File: src/sv/sample_capture_framer_assert.svh
// Assertion macros for the sample capture framer.
// Expects signals clk and rst_n in the including scope.
`ifndef SAMPLE_CAPTURE_FRAMER_ASSERT_SVH
`define SAMPLE_CAPTURE_FRAMER_ASSERT_SVH

// Same-cycle implication, idle during reset.
`define SCF_ASSERT_NOW(label, ante, cons, msg) \
  label: assert property (@(posedge clk) disable iff (!rst_n) (ante) |-> (cons)) \
    else $error(msg);

// Next-cycle implication, idle during reset.
`define SCF_ASSERT_NEXT(label, ante, cons, msg) \
  label: assert property (@(posedge clk) disable iff (!rst_n) (ante) |=> (cons)) \
    else $error(msg);

`endif

File: src/sv/scf_pkg.sv
// Shared types and constants for the sample capture framer.
// No dependencies; used by scf_ctrl, scf_dp and sample_capture_framer.
package scf_pkg;

  localparam int RING_DEPTH_DEF      = 64;
  localparam int BATCH_SIZE_DEF      = 8;
  localparam int MAX_SET_SAMPLES_DEF = 255;

  localparam int ENTRY_W = 51;  // {flags[2:0], value[15:0], sequence[31:0]}

  localparam logic [15:0] SAMPLE_LIMIT = 16'd4096;
  localparam logic [15:0] MAGIC_HK     = 16'h4B48;
  localparam logic [15:0] MAGIC_L1     = 16'h314C;

  localparam logic [2:0] FLAG_FIRST   = 3'b001;
  localparam logic [2:0] FLAG_FAULT   = 3'b010;
  localparam logic [2:0] FLAG_INVALID = 3'b100;

  localparam logic [2:0] KIND_SAMPLE     = 3'd0;
  localparam logic [2:0] KIND_DRAIN      = 3'd1;
  localparam logic [2:0] KIND_LINK_RESET = 3'd2;
  localparam logic [2:0] KIND_ARM        = 3'd3;
  localparam logic [2:0] KIND_STOP       = 3'd4;

  localparam logic [1:0] REG_THRESHOLD    = 2'd0;
  localparam logic [1:0] REG_SESSION_ID   = 2'd1;
  localparam logic [1:0] REG_SENSOR_INDEX = 2'd2;

  // controller -> datapath
  typedef struct packed {
    logic sample;   // apply one sample, close the set on last
    logic arm;
    logic stop;     // flush ring, count its records as dropped
    logic set_rp;   // link reset seen
    logic clr_rp;
    logic insert;   // put the fault record into the empty ring
    logic start;    // load the batch count
    logic rd;       // read ring at the read pointer
    logic load;     // move ring data into the output register
  } scf_cmd_t;

  // datapath -> controller
  typedef struct packed {
    logic capture_on;
    logic fault_latched;
    logic fault_reported;
    logic reset_pending;
    logic fill_zero;
    logic cnt_last;
    logic out_free;
  } scf_sts_t;

endpackage

File: src/sv/scf_ctrl.sv
// Sequencer of the sample capture framer: decodes items, runs drain batches.
// Depends on scf_pkg.
module scf_ctrl (
  input  logic               clk,
  input  logic               rst_n,
  input  logic               in_valid,
  output logic               in_ready,
  input  logic [2:0]         in_kind,
  input  logic               in_link_ready,
  input  logic               in_publish_accept,
  input  scf_pkg::scf_sts_t  sts,
  output scf_pkg::scf_cmd_t  cmd
);
  import scf_pkg::*;

  typedef enum logic [2:0] {
    ST_IDLE = 3'b001,
    ST_RD   = 3'b010,
    ST_LOAD = 3'b100
  } scf_state_t;

  scf_state_t state_r, state_nxt;
  logic       accept;
  logic       ins;

  assign in_ready = (state_r == ST_IDLE);
  assign accept   = in_valid & in_ready;
  assign ins      = sts.fault_latched & ~sts.fault_reported & sts.fill_zero;

  always_comb begin
    cmd       = '0;
    state_nxt = state_r;
    case (state_r)
      ST_IDLE: begin
        if (accept) begin
          case (in_kind)
            KIND_SAMPLE: cmd.sample = 1'b1;
            KIND_DRAIN: begin
              if (sts.reset_pending || !in_link_ready) begin
                cmd.clr_rp = 1'b1;
                cmd.stop   = 1'b1;
              end else if (sts.capture_on) begin
                cmd.insert = ins;
                if ((!sts.fill_zero || ins) && in_publish_accept) begin
                  cmd.start = 1'b1;
                  state_nxt = ST_RD;
                end
              end
            end
            KIND_LINK_RESET: cmd.set_rp = 1'b1;
            KIND_ARM:        cmd.arm    = 1'b1;
            KIND_STOP:       cmd.stop   = 1'b1;
            default: ;
          endcase
        end
      end
      ST_RD: begin
        cmd.rd    = 1'b1;
        state_nxt = ST_LOAD;
      end
      ST_LOAD: begin
        if (sts.out_free) begin
          cmd.load  = 1'b1;
          state_nxt = sts.cnt_last ? ST_IDLE : ST_RD;
        end
      end
      default: state_nxt = ST_IDLE;
    endcase
  end

  always_ff @(posedge clk) begin
    if (!rst_n) begin
      state_r <= ST_IDLE;
    end else begin
      state_r <= state_nxt;
    end
  end

endmodule

File: src/sv/scf_dp.sv
// Datapath of the sample capture framer: config registers, set checking,
// record ring memory, counters and the output register. Depends on scf_pkg.
module scf_dp #(
  parameter int RING_DEPTH      = scf_pkg::RING_DEPTH_DEF,
  parameter int BATCH_SIZE      = scf_pkg::BATCH_SIZE_DEF,
  parameter int MAX_SET_SAMPLES = scf_pkg::MAX_SET_SAMPLES_DEF
) (
  input  logic               clk,
  input  logic               rst_n,
  input  logic               cfg_valid,
  input  logic [1:0]         cfg_index,
  input  logic [31:0]        cfg_data,
  input  logic [15:0]        in_sample,
  input  logic               in_last_sample,
  input  logic [7:0]         in_profile,
  input  logic               in_link_ready,
  input  scf_pkg::scf_cmd_t  cmd,
  output scf_pkg::scf_sts_t  sts,
  input  logic               out_ready,
  output logic               out_valid,
  output logic [31:0]        out_rec_session,
  output logic [31:0]        out_rec_sequence,
  output logic [15:0]        out_rec_value,
  output logic [7:0]         out_rec_sensor,
  output logic [2:0]         out_rec_flags,
  output logic [15:0]        out_rec_threshold,
  output logic [15:0]        out_rec_checksum,
  output logic               out_last_in_batch,
  output logic [31:0]        out_dropped_total
);
  import scf_pkg::*;

  localparam int PW = $clog2(RING_DEPTH);
  localparam int FW = $clog2(RING_DEPTH + 1);
  localparam int CW = $clog2(BATCH_SIZE + 1);

  // config
  logic [15:0] thr_r;
  logic [31:0] sess_r;
  logic [7:0]  sidx_r;

  // control state
  logic [PW-1:0] wp_r, wp_nxt, rp_r, rp_nxt;
  logic [FW-1:0] fill_r, fill_nxt;
  logic [CW-1:0] cnt_r, cnt_nxt;
  logic [31:0]   seq_r, seq_nxt, drop_r, drop_nxt;
  logic          cap_r, cap_nxt, first_r, first_nxt, fault_r, fault_nxt;
  logic          rep_r, rep_nxt, rstp_r, rstp_nxt;
  logic [7:0]    prof_r, prof_nxt, pos_r, pos_nxt;
  logic          inv_r, inv_nxt;
  logic [15:0]   pick_r, pick_nxt;
  logic          out_valid_r, out_valid_nxt;

  // ring
  logic [ENTRY_W-1:0] ring_mem [RING_DEPTH];
  logic [ENTRY_W-1:0] mem_q, mem_wd;
  logic [PW-1:0]      mem_wa;
  logic               mem_we;

  // sample path
  logic          s_room, s_inv, idx_ok, c_inv;
  logic [7:0]    s_pos;
  logic [15:0]   s_pick, c_val;
  logic [PW-1:0] wp_inc, rp_inc;

  // output stage
  logic [31:0] o_seq;
  logic [15:0] o_val, o_sum;
  logic [2:0]  o_flg;

  assign s_room = pos_r < 8'(MAX_SET_SAMPLES);
  assign s_inv  = inv_r | (in_sample == 16'd0) | (in_sample > SAMPLE_LIMIT) | ~s_room;
  assign s_pos  = s_room ? pos_r + 8'd1 : pos_r;
  assign s_pick = (s_room && pos_r == sidx_r) ? in_sample : pick_r;
  assign idx_ok = sidx_r < s_pos;
  assign c_inv  = s_inv | ~idx_ok | ((prof_r != 8'd0) && (prof_r != in_profile));
  assign c_val  = idx_ok ? s_pick : 16'd0;

  assign wp_inc = (wp_r == PW'(RING_DEPTH - 1)) ? '0 : wp_r + PW'(1);
  assign rp_inc = (rp_r == PW'(RING_DEPTH - 1)) ? '0 : rp_r + PW'(1);

  always_comb begin
    wp_nxt        = wp_r;
    rp_nxt        = rp_r;
    fill_nxt      = fill_r;
    cnt_nxt       = cnt_r;
    seq_nxt       = seq_r;
    drop_nxt      = drop_r;
    cap_nxt       = cap_r;
    first_nxt     = first_r;
    fault_nxt     = fault_r;
    rep_nxt       = rep_r;
    rstp_nxt      = rstp_r;
    prof_nxt      = prof_r;
    pos_nxt       = pos_r;
    inv_nxt       = inv_r;
    pick_nxt      = pick_r;
    out_valid_nxt = out_valid_r & ~out_ready;
    mem_we        = 1'b0;
    mem_wa        = wp_r;
    mem_wd        = {FLAG_INVALID & {3{c_inv}} | FLAG_FIRST & {3{first_r}}, c_val, seq_r};

    if (cmd.sample) begin
      if (!in_last_sample) begin
        pos_nxt  = s_pos;
        inv_nxt  = s_inv;
        pick_nxt = s_pick;
      end else begin
        pos_nxt  = 8'd0;
        inv_nxt  = 1'b0;
        pick_nxt = 16'd0;
        if (cap_r && !fault_r) begin
          if (rstp_r || !in_link_ready || fill_r == FW'(RING_DEPTH)) begin
            drop_nxt  = drop_r + 32'd1;
            fault_nxt = 1'b1;
          end else begin
            mem_we    = 1'b1;
            prof_nxt  = in_profile;
            seq_nxt   = seq_r + 32'd1;
            first_nxt = 1'b0;
            wp_nxt    = wp_inc;
            fill_nxt  = fill_r + FW'(1);
            fault_nxt = c_inv;
          end
        end
      end
    end

    if (cmd.stop || cmd.arm) begin
      cap_nxt  = 1'b0;
      drop_nxt = drop_r + 32'(fill_r);
      wp_nxt   = '0;
      rp_nxt   = '0;
      fill_nxt = '0;
      pos_nxt  = 8'd0;
      inv_nxt  = 1'b0;
      pick_nxt = 16'd0;
    end
    if (cmd.arm) begin
      first_nxt = 1'b1;
      fault_nxt = 1'b0;
      rep_nxt   = 1'b0;
      seq_nxt   = 32'd0;
      prof_nxt  = 8'd0;
      cap_nxt   = in_link_ready;
    end
    if (cmd.set_rp) rstp_nxt = 1'b1;
    if (cmd.clr_rp) rstp_nxt = 1'b0;

    if (cmd.insert) begin
      mem_we    = 1'b1;
      mem_wa    = '0;
      mem_wd    = {FLAG_FAULT | FLAG_FIRST & {3{first_r}}, 16'd0, seq_r};
      seq_nxt   = seq_r + 32'd1;
      first_nxt = 1'b0;
      wp_nxt    = PW'(1);
      rp_nxt    = '0;
      fill_nxt  = FW'(1);
      rep_nxt   = 1'b1;
    end
    if (cmd.start) begin
      if (cmd.insert) begin
        cnt_nxt = CW'(1);
      end else if ({{CW{1'b0}}, fill_r} < (FW + CW)'(BATCH_SIZE)) begin
        cnt_nxt = CW'(fill_r);
      end else begin
        cnt_nxt = CW'(BATCH_SIZE);
      end
    end

    if (cmd.load) begin
      rp_nxt        = rp_inc;
      fill_nxt      = fill_r - FW'(1);
      cnt_nxt       = cnt_r - CW'(1);
      out_valid_nxt = 1'b1;
    end
  end

  // record fields and checksum over the magic words, session, sequence, value, flags, sensor and threshold
  assign o_seq = mem_q[31:0];
  assign o_val = mem_q[47:32];
  assign o_flg = mem_q[50:48];
  assign o_sum = MAGIC_HK + MAGIC_L1 + sess_r[15:0] + sess_r[31:16]
               + o_seq[15:0] + o_seq[31:16] + o_val + {5'd0, o_flg, sidx_r} + thr_r;

  always_ff @(posedge clk) begin
    if (mem_we) begin
      ring_mem[mem_wa] <= mem_wd;
    end
    if (cmd.rd) begin
      mem_q <= ring_mem[rp_r];
    end
  end

  always_ff @(posedge clk) begin
    if (cmd.load) begin
      out_rec_session   <= sess_r;
      out_rec_sequence  <= o_seq;
      out_rec_value     <= o_val;
      out_rec_sensor    <= sidx_r;
      out_rec_flags     <= o_flg;
      out_rec_threshold <= thr_r;
      out_rec_checksum  <= o_sum;
      out_last_in_batch <= (cnt_r == CW'(1));
      out_dropped_total <= drop_r;
    end
  end

  always_ff @(posedge clk) begin
    if (!rst_n) begin
      thr_r       <= 16'd0;
      sess_r      <= 32'd0;
      sidx_r      <= 8'd255;
      wp_r        <= '0;
      rp_r        <= '0;
      fill_r      <= '0;
      cnt_r       <= '0;
      seq_r       <= 32'd0;
      drop_r      <= 32'd0;
      cap_r       <= 1'b0;
      first_r     <= 1'b0;
      fault_r     <= 1'b0;
      rep_r       <= 1'b0;
      rstp_r      <= 1'b0;
      prof_r      <= 8'd0;
      pos_r       <= 8'd0;
      inv_r       <= 1'b0;
      pick_r      <= 16'd0;
      out_valid_r <= 1'b0;
    end else begin
      if (cfg_valid) begin
        case (cfg_index)
          REG_THRESHOLD:    thr_r  <= cfg_data[15:0];
          REG_SESSION_ID:   sess_r <= cfg_data;
          REG_SENSOR_INDEX: sidx_r <= cfg_data[7:0];
          default: ;
        endcase
      end
      wp_r        <= wp_nxt;
      rp_r        <= rp_nxt;
      fill_r      <= fill_nxt;
      cnt_r       <= cnt_nxt;
      seq_r       <= seq_nxt;
      drop_r      <= drop_nxt;
      cap_r       <= cap_nxt;
      first_r     <= first_nxt;
      fault_r     <= fault_nxt;
      rep_r       <= rep_nxt;
      rstp_r      <= rstp_nxt;
      prof_r      <= prof_nxt;
      pos_r       <= pos_nxt;
      inv_r       <= inv_nxt;
      pick_r      <= pick_nxt;
      out_valid_r <= out_valid_nxt;
    end
  end

  assign out_valid = out_valid_r;

  always_comb begin
    sts.capture_on     = cap_r;
    sts.fault_latched  = fault_r;
    sts.fault_reported = rep_r;
    sts.reset_pending  = rstp_r;
    sts.fill_zero      = (fill_r == '0);
    sts.cnt_last       = (cnt_r == CW'(1));
    sts.out_free       = ~out_valid_r | out_ready;
  end

endmodule

File: src/sv/sample_capture_framer.sv
// Channel   | Handshake              | Carries
// in        | in_valid / in_ready    | kind, sample, last_sample, profile, link_ready,
//           |                        | publish_accept
// out       | out_valid / out_ready  | one framed record per transfer
// cfg       | cfg_valid / cfg_ready  | register index and write data
//
// Sample, arm, stop and link reset items are taken back to back.
// A drain is decided in the idle state, then each record passes the ring read register,
// then the output register load; a stalled output holds the load back. The next item
// is taken once the last record of the batch sits in the output register.
// Reset is synchronous; the ring memory is not cleared and needs no clearing pass.
// cfg_ready is always high.
//
// Top level of the sample capture framer; depends on scf_pkg, scf_ctrl, scf_dp
// and sample_capture_framer_assert.svh.
`include "sample_capture_framer_assert.svh"

module sample_capture_framer #(
  parameter int RING_DEPTH      = scf_pkg::RING_DEPTH_DEF,
  parameter int BATCH_SIZE      = scf_pkg::BATCH_SIZE_DEF,
  parameter int MAX_SET_SAMPLES = scf_pkg::MAX_SET_SAMPLES_DEF
) (
  input  logic        clk,
  input  logic        rst_n,
  input  logic        in_valid,
  output logic        in_ready,
  input  logic [2:0]  in_kind,
  input  logic [15:0] in_sample,
  input  logic        in_last_sample,
  input  logic [7:0]  in_profile,
  input  logic        in_link_ready,
  input  logic        in_publish_accept,
  output logic        out_valid,
  input  logic        out_ready,
  output logic [31:0] out_rec_session,
  output logic [31:0] out_rec_sequence,
  output logic [15:0] out_rec_value,
  output logic [7:0]  out_rec_sensor,
  output logic [2:0]  out_rec_flags,
  output logic [15:0] out_rec_threshold,
  output logic [15:0] out_rec_checksum,
  output logic        out_last_in_batch,
  output logic [31:0] out_dropped_total,
  input  logic        cfg_valid,
  output logic        cfg_ready,
  input  logic [1:0]  cfg_index,
  input  logic [31:0] cfg_data
);
  import scf_pkg::*;

  scf_cmd_t cmd;
  scf_sts_t sts;

  assign cfg_ready = 1'b1;

  scf_ctrl u_ctrl (
    .clk               (clk),
    .rst_n             (rst_n),
    .in_valid          (in_valid),
    .in_ready          (in_ready),
    .in_kind           (in_kind),
    .in_link_ready     (in_link_ready),
    .in_publish_accept (in_publish_accept),
    .sts               (sts),
    .cmd               (cmd)
  );

  scf_dp #(
    .RING_DEPTH      (RING_DEPTH),
    .BATCH_SIZE      (BATCH_SIZE),
    .MAX_SET_SAMPLES (MAX_SET_SAMPLES)
  ) u_dp (
    .clk               (clk),
    .rst_n             (rst_n),
    .cfg_valid         (cfg_valid),
    .cfg_index         (cfg_index),
    .cfg_data          (cfg_data),
    .in_sample         (in_sample),
    .in_last_sample    (in_last_sample),
    .in_profile        (in_profile),
    .in_link_ready     (in_link_ready),
    .cmd               (cmd),
    .sts               (sts),
    .out_ready         (out_ready),
    .out_valid         (out_valid),
    .out_rec_session   (out_rec_session),
    .out_rec_sequence  (out_rec_sequence),
    .out_rec_value     (out_rec_value),
    .out_rec_sensor    (out_rec_sensor),
    .out_rec_flags     (out_rec_flags),
    .out_rec_threshold (out_rec_threshold),
    .out_rec_checksum  (out_rec_checksum),
    .out_last_in_batch (out_last_in_batch),
    .out_dropped_total (out_dropped_total)
  );

  // input stays blocked while a batch is being read out
  `SCF_ASSERT_NOW(a_busy_blocks_in, cmd.rd || cmd.load, !in_ready, "input taken during batch")
  // a load never overwrites a record that has not been transferred
  `SCF_ASSERT_NOW(a_load_free, cmd.load, sts.out_free, "output register overwritten")
  // output valid only appears after a load
  `SCF_ASSERT_NEXT(a_valid_src, !out_valid && !cmd.load, !out_valid, "spurious out_valid")
  // last record of a batch frees the input side
  `SCF_ASSERT_NEXT(a_batch_end, cmd.load && sts.cnt_last, in_ready, "batch did not end")

endmodule

File: config.mk
export PLATFORM = sky130hd
export DESIGN_NAME = sample_capture_framer
export DESIGN_NICKNAME = d
export VERILOG_FILES = /design/src/sv/scf_pkg.sv /design/src/sv/scf_ctrl.sv /design/src/sv/scf_dp.sv /design/src/sv/sample_capture_framer.sv
export VERILOG_INCLUDE_DIRS = /design/src /design/src/sv
export SDC_FILE = /design/constraint.sdc
export NUM_CORES = 2
export LEC_CHECK = 0
export BUFFER_PORTS_ARGS = -buffer_cell sky130_fd_sc_hd__buf_4
export CAP_MARGIN = 20
export CORE_MARGIN = 3
export CORE_UTILIZATION = 60
export DETAILED_ROUTE_END_ITERATION = 8
export MAX_ROUTING_LAYER = met4
export PLACE_DENSITY = 0.78
export SLEW_MARGIN = 20
export SYNTH_ARGS = -nofsm -noshare
export SYNTH_HDL_FRONTEND = slang
export SYNTH_SLANG_ARGS = --single-unit
File: constraint.sdc
create_clock -name clk -period 10.95 [get_ports clk]
set_input_delay 1.6425 -clock clk [delete_from_list [all_inputs] [get_ports clk]]
set_output_delay 1.6425 -clock clk [all_outputs]
set_load 0.02 [all_outputs]
==> results.cfg <==
[layout]
fin_nets = 7172
layout_common_cells = edfxtp_1 (3471), mux4_2 (1000), buf_4 (383)
final_common_cell = edfxtp_1
area_growth_pct = 12.4
drive_gt1_frac = 0.283

[timing]
hold_viol = 0
rsz0062_at_grt = no
max_freq_mhz = 183
setup_violations = 0
setup_tns_ps = 0
fin_crit_ps = 5460
fin_crit_sh = 0.499
tightest_slew_ps = 1280
skew_ps = 74.5
timing.slew.headroom = 0.146
drv_slew = 0

[pwr]
ir_worst_vdd_v = 0.000161
p_per_area_nw_per_um2 = 173
leakage_uw = 0.0523
total_power_uw = 27700

[job]
drv_cap = 0

[yosys]
syn_area_um2 = 142000
synth-seq-cells = 3656
syn_avg_cell_area_um2 = 21.7
syn_nets = 6751
ys_warn_count = 0
synth_flop_cell = edfxtp_1
async_reset_ff_frac = 0
netlist_instances = 6557
synth-edff-count = 3471
synthDistinctLibCells = 85
seq_area_frac_synth = 0.759

[drt]
wl_met3_um = 51800
antenna_left = 0
via_per_inst = 7.09
drtPass1Iterations = 6
wl_met1_um = 134000
drcViolationCount = 0
vias = 73800
wl_met2_um = 192000
drt_iter0_drc = 12900
wire_per_inst_um = 38.2
topRoutingLayerUsed = met4
wl_um = 397000

[critical_path]
cp.arrival_ps = 6040
reg2reg_slack_ps = 5840
required_ps = 11530
endpoint_kind = flip-flop
crit_start = in_kind[2]
path_buf_inv = 2
start_kind = input port
cp_max_fo = 30
regToRegStartpoint = u_dp.fill_r[0]
max_stage_delay_ps = 1070
worstPathCellList = buf_4 > or3_4 > or3_1 > nor2_4 > nand4_1 > nor2_4 > buf_4
critPathTopFamily = simple AND/OR/NAND/NOR gates
rr_endpoint = u_dp.ring_mem[48][13]
r2r_cells = 8
critical_path_depth = 7
worst_path_max_delay_cell = nor2_4
endpoint = u_dp.ring_mem[48][13]
criticalPathCategory = in2reg

[cts]
cts.htree.levels = 5
cts_resized = 0
clock_path_buffers = 4
insertion_delay_ps = 970
post_cts_buffers = 0
cts_sinks = 3656
cts_made_buffers = 363
root_buffer = clkbuf_16
tritoncts = yes
clk_pin_slew_worst_paths_ps = 60
cts-hold-fix-buffers = 0

[global_routing]
grt_overflow = 0
grt_max_degree = 142
track_usage = 0.340
antenna_found_initial = 24
grt_pass1_vias = 72900
grt_pass1_wl_um = 562000

[placement]
place.gp.congestion = 0.939
port_buffers = 226
place_hpwl_um = 207000

[die]
die_h_um = 493
core_um2 = 236000
fp.dieW_um = 493
die_area_um2 = 243000
ioPinCount = 228
row_count = 178
initial_core_util = 0.604

[hold_path]
min_path_type = reg2reg

[run_status]
status = finished, final reports clean
## worst reg2reg max path: cells and delay by family, from the launching register on
kind	cells	cell delay, ps
fa+ha+maj	1	250
flops	1	440
buf+inv	2	770
simple gates	4	2880
compound gates	1	320
## cells by family after synthesis
group,synth area share
other,0.0000264
adders and majority gates,0.0146
DFF,0.759
buffers and inverters,0.0161
and+or+nand+nor,0.0239
AOI/OAI and AO/OA,0.0207
xor gates and xnor gates,0.00431
muxes,0.162
## sequential cells by signal, summed over array words and instances (netlist names), 3 cells and up
name and cells:
u_dp.out_rec_sensor 8, u_dp.drop_r 32, u_dp.out_rec_session 32, u_dp.seq_r 32, u_dp.fill_r 7, u_dp.pick_r 16, u_dp.mem_q 51, u_dp.out_dropped_total 32
u_ctrl.state_r 3, u_dp.sidx_r 8, u_dp.out_rec_flags 3, u_dp.wp_r 6, u_dp.sess_r 32, u_dp.rp_r 6, u_dp.ring_mem 3264, u_dp.cnt_r 4
u_dp.pos_r 8, u_dp.out_rec_checksum 16, u_dp.prof_r 8, u_dp.out_rec_threshold 16, u_dp.out_rec_sequence 32, u_dp.thr_r 16, u_dp.out_rec_value 16
## per-layer routing
metal | track usage | up-vias
li1 | - | 28000
met3 | 0.0815 | 958
met4 | 0.132 | 0
met1 | 0.453 | 38300
met5 | - | -
met2 | 0.520 | 6468
## cell usage after synthesis, drive strengths merged, types with 14 or more instances
| library cell | number | area [um2] |
|---|---|---|
| mux2i | 46 | 460 |
| nand3 | 43 | 220 |
| a31oi | 16 | 106 |
| and2 | 16 | 100 |
| and3 | 14 | 87.6 |
| a211oi | 37 | 278 |
| mux4 | 1000 | 22500 |
| o22ai | 32 | 206 |
| a22oi | 82 | 621 |
| clkbuf | 161 | 606 |
| nor4 | 23 | 150 |
| inv | 187 | 702 |
| nor2 | 192 | 728 |
| or3 | 19 | 124 |
| dfxtp | 185 | 3700 |
| xor2 | 28 | 245 |
| nor3 | 18 | 95.1 |
| buf | 180 | 986 |
| nand2 | 223 | 837 |
| ha | 56 | 701 |
| xnor2 | 42 | 368 |
| nand4 | 28 | 188 |
| o211ai | 18 | 135 |
| a21oi | 131 | 656 |
| edfxtp | 3471 | 104000 |
| nor2b | 36 | 225 |
| o21ai | 35 | 175 |
| fa | 69 | 1380 |
| nand2b | 25 | 156 |
## cell type report
cell class | count | area, um2
clock buffer | 445 | 9580
fill | 13700 | 75700
inverter | 187 | 709
antenna | 13 | 32.5
timing repair buffer | 397 | 3140
multi-input combinational | 2373 | 32700
tap | 3150 | 3940
sequential | 3656 | 108000
clock inverter | 195 | 1810
## where the power goes
part	internal, uW	switching [uW]	total, uW
Clock	7000	5270	12300
Sequential	15100	13.6	15100
Combinational	130	195	325
Total	22200	5470	27700
## worst min-delay path by stage
stage / slack (ps) / cells past startpoint / endpoint / start
final: 450 / 0 / u_dp.out_rec_flags[0] / u_dp.mem_q[48]
after global routing: 460 / 0 / u_dp.out_rec_flags[0] / u_dp.mem_q[48]
after detailed placement: 440 / 0 / u_dp.out_rec_value[8] / u_dp.mem_q[40]
after floorplan: 420 / 0 / u_dp.out_dropped_total[31] / u_dp.drop_r[31]
after global placement: 440 / 0 / u_dp.out_rec_value[8] / u_dp.mem_q[40]
after CTS: 450 / 0 / u_dp.out_rec_sequence[27] / u_dp.mem_q[27]
## metrics by stage
step / instances / utilization / area, um2 / setup WS [ps] / hold slack [ps]
after floorplan: 6557 / - / 142000 / 2550 / 417
after global placement: 9756 / 0.630 / 148000 / 4940 / 436
after detailed placement: 9757 / 0.630 / 148000 / 4780 / 435
after CTS: 10400 / 0.678 / 160000 / 5630 / 451
after global routing: 10400 / 0.679 / 160000 / 5420 / 458
final: 10400 / 0.679 / 160000 / 5490 / 450
No activity file was read; power rests on OpenSTA's default activity.
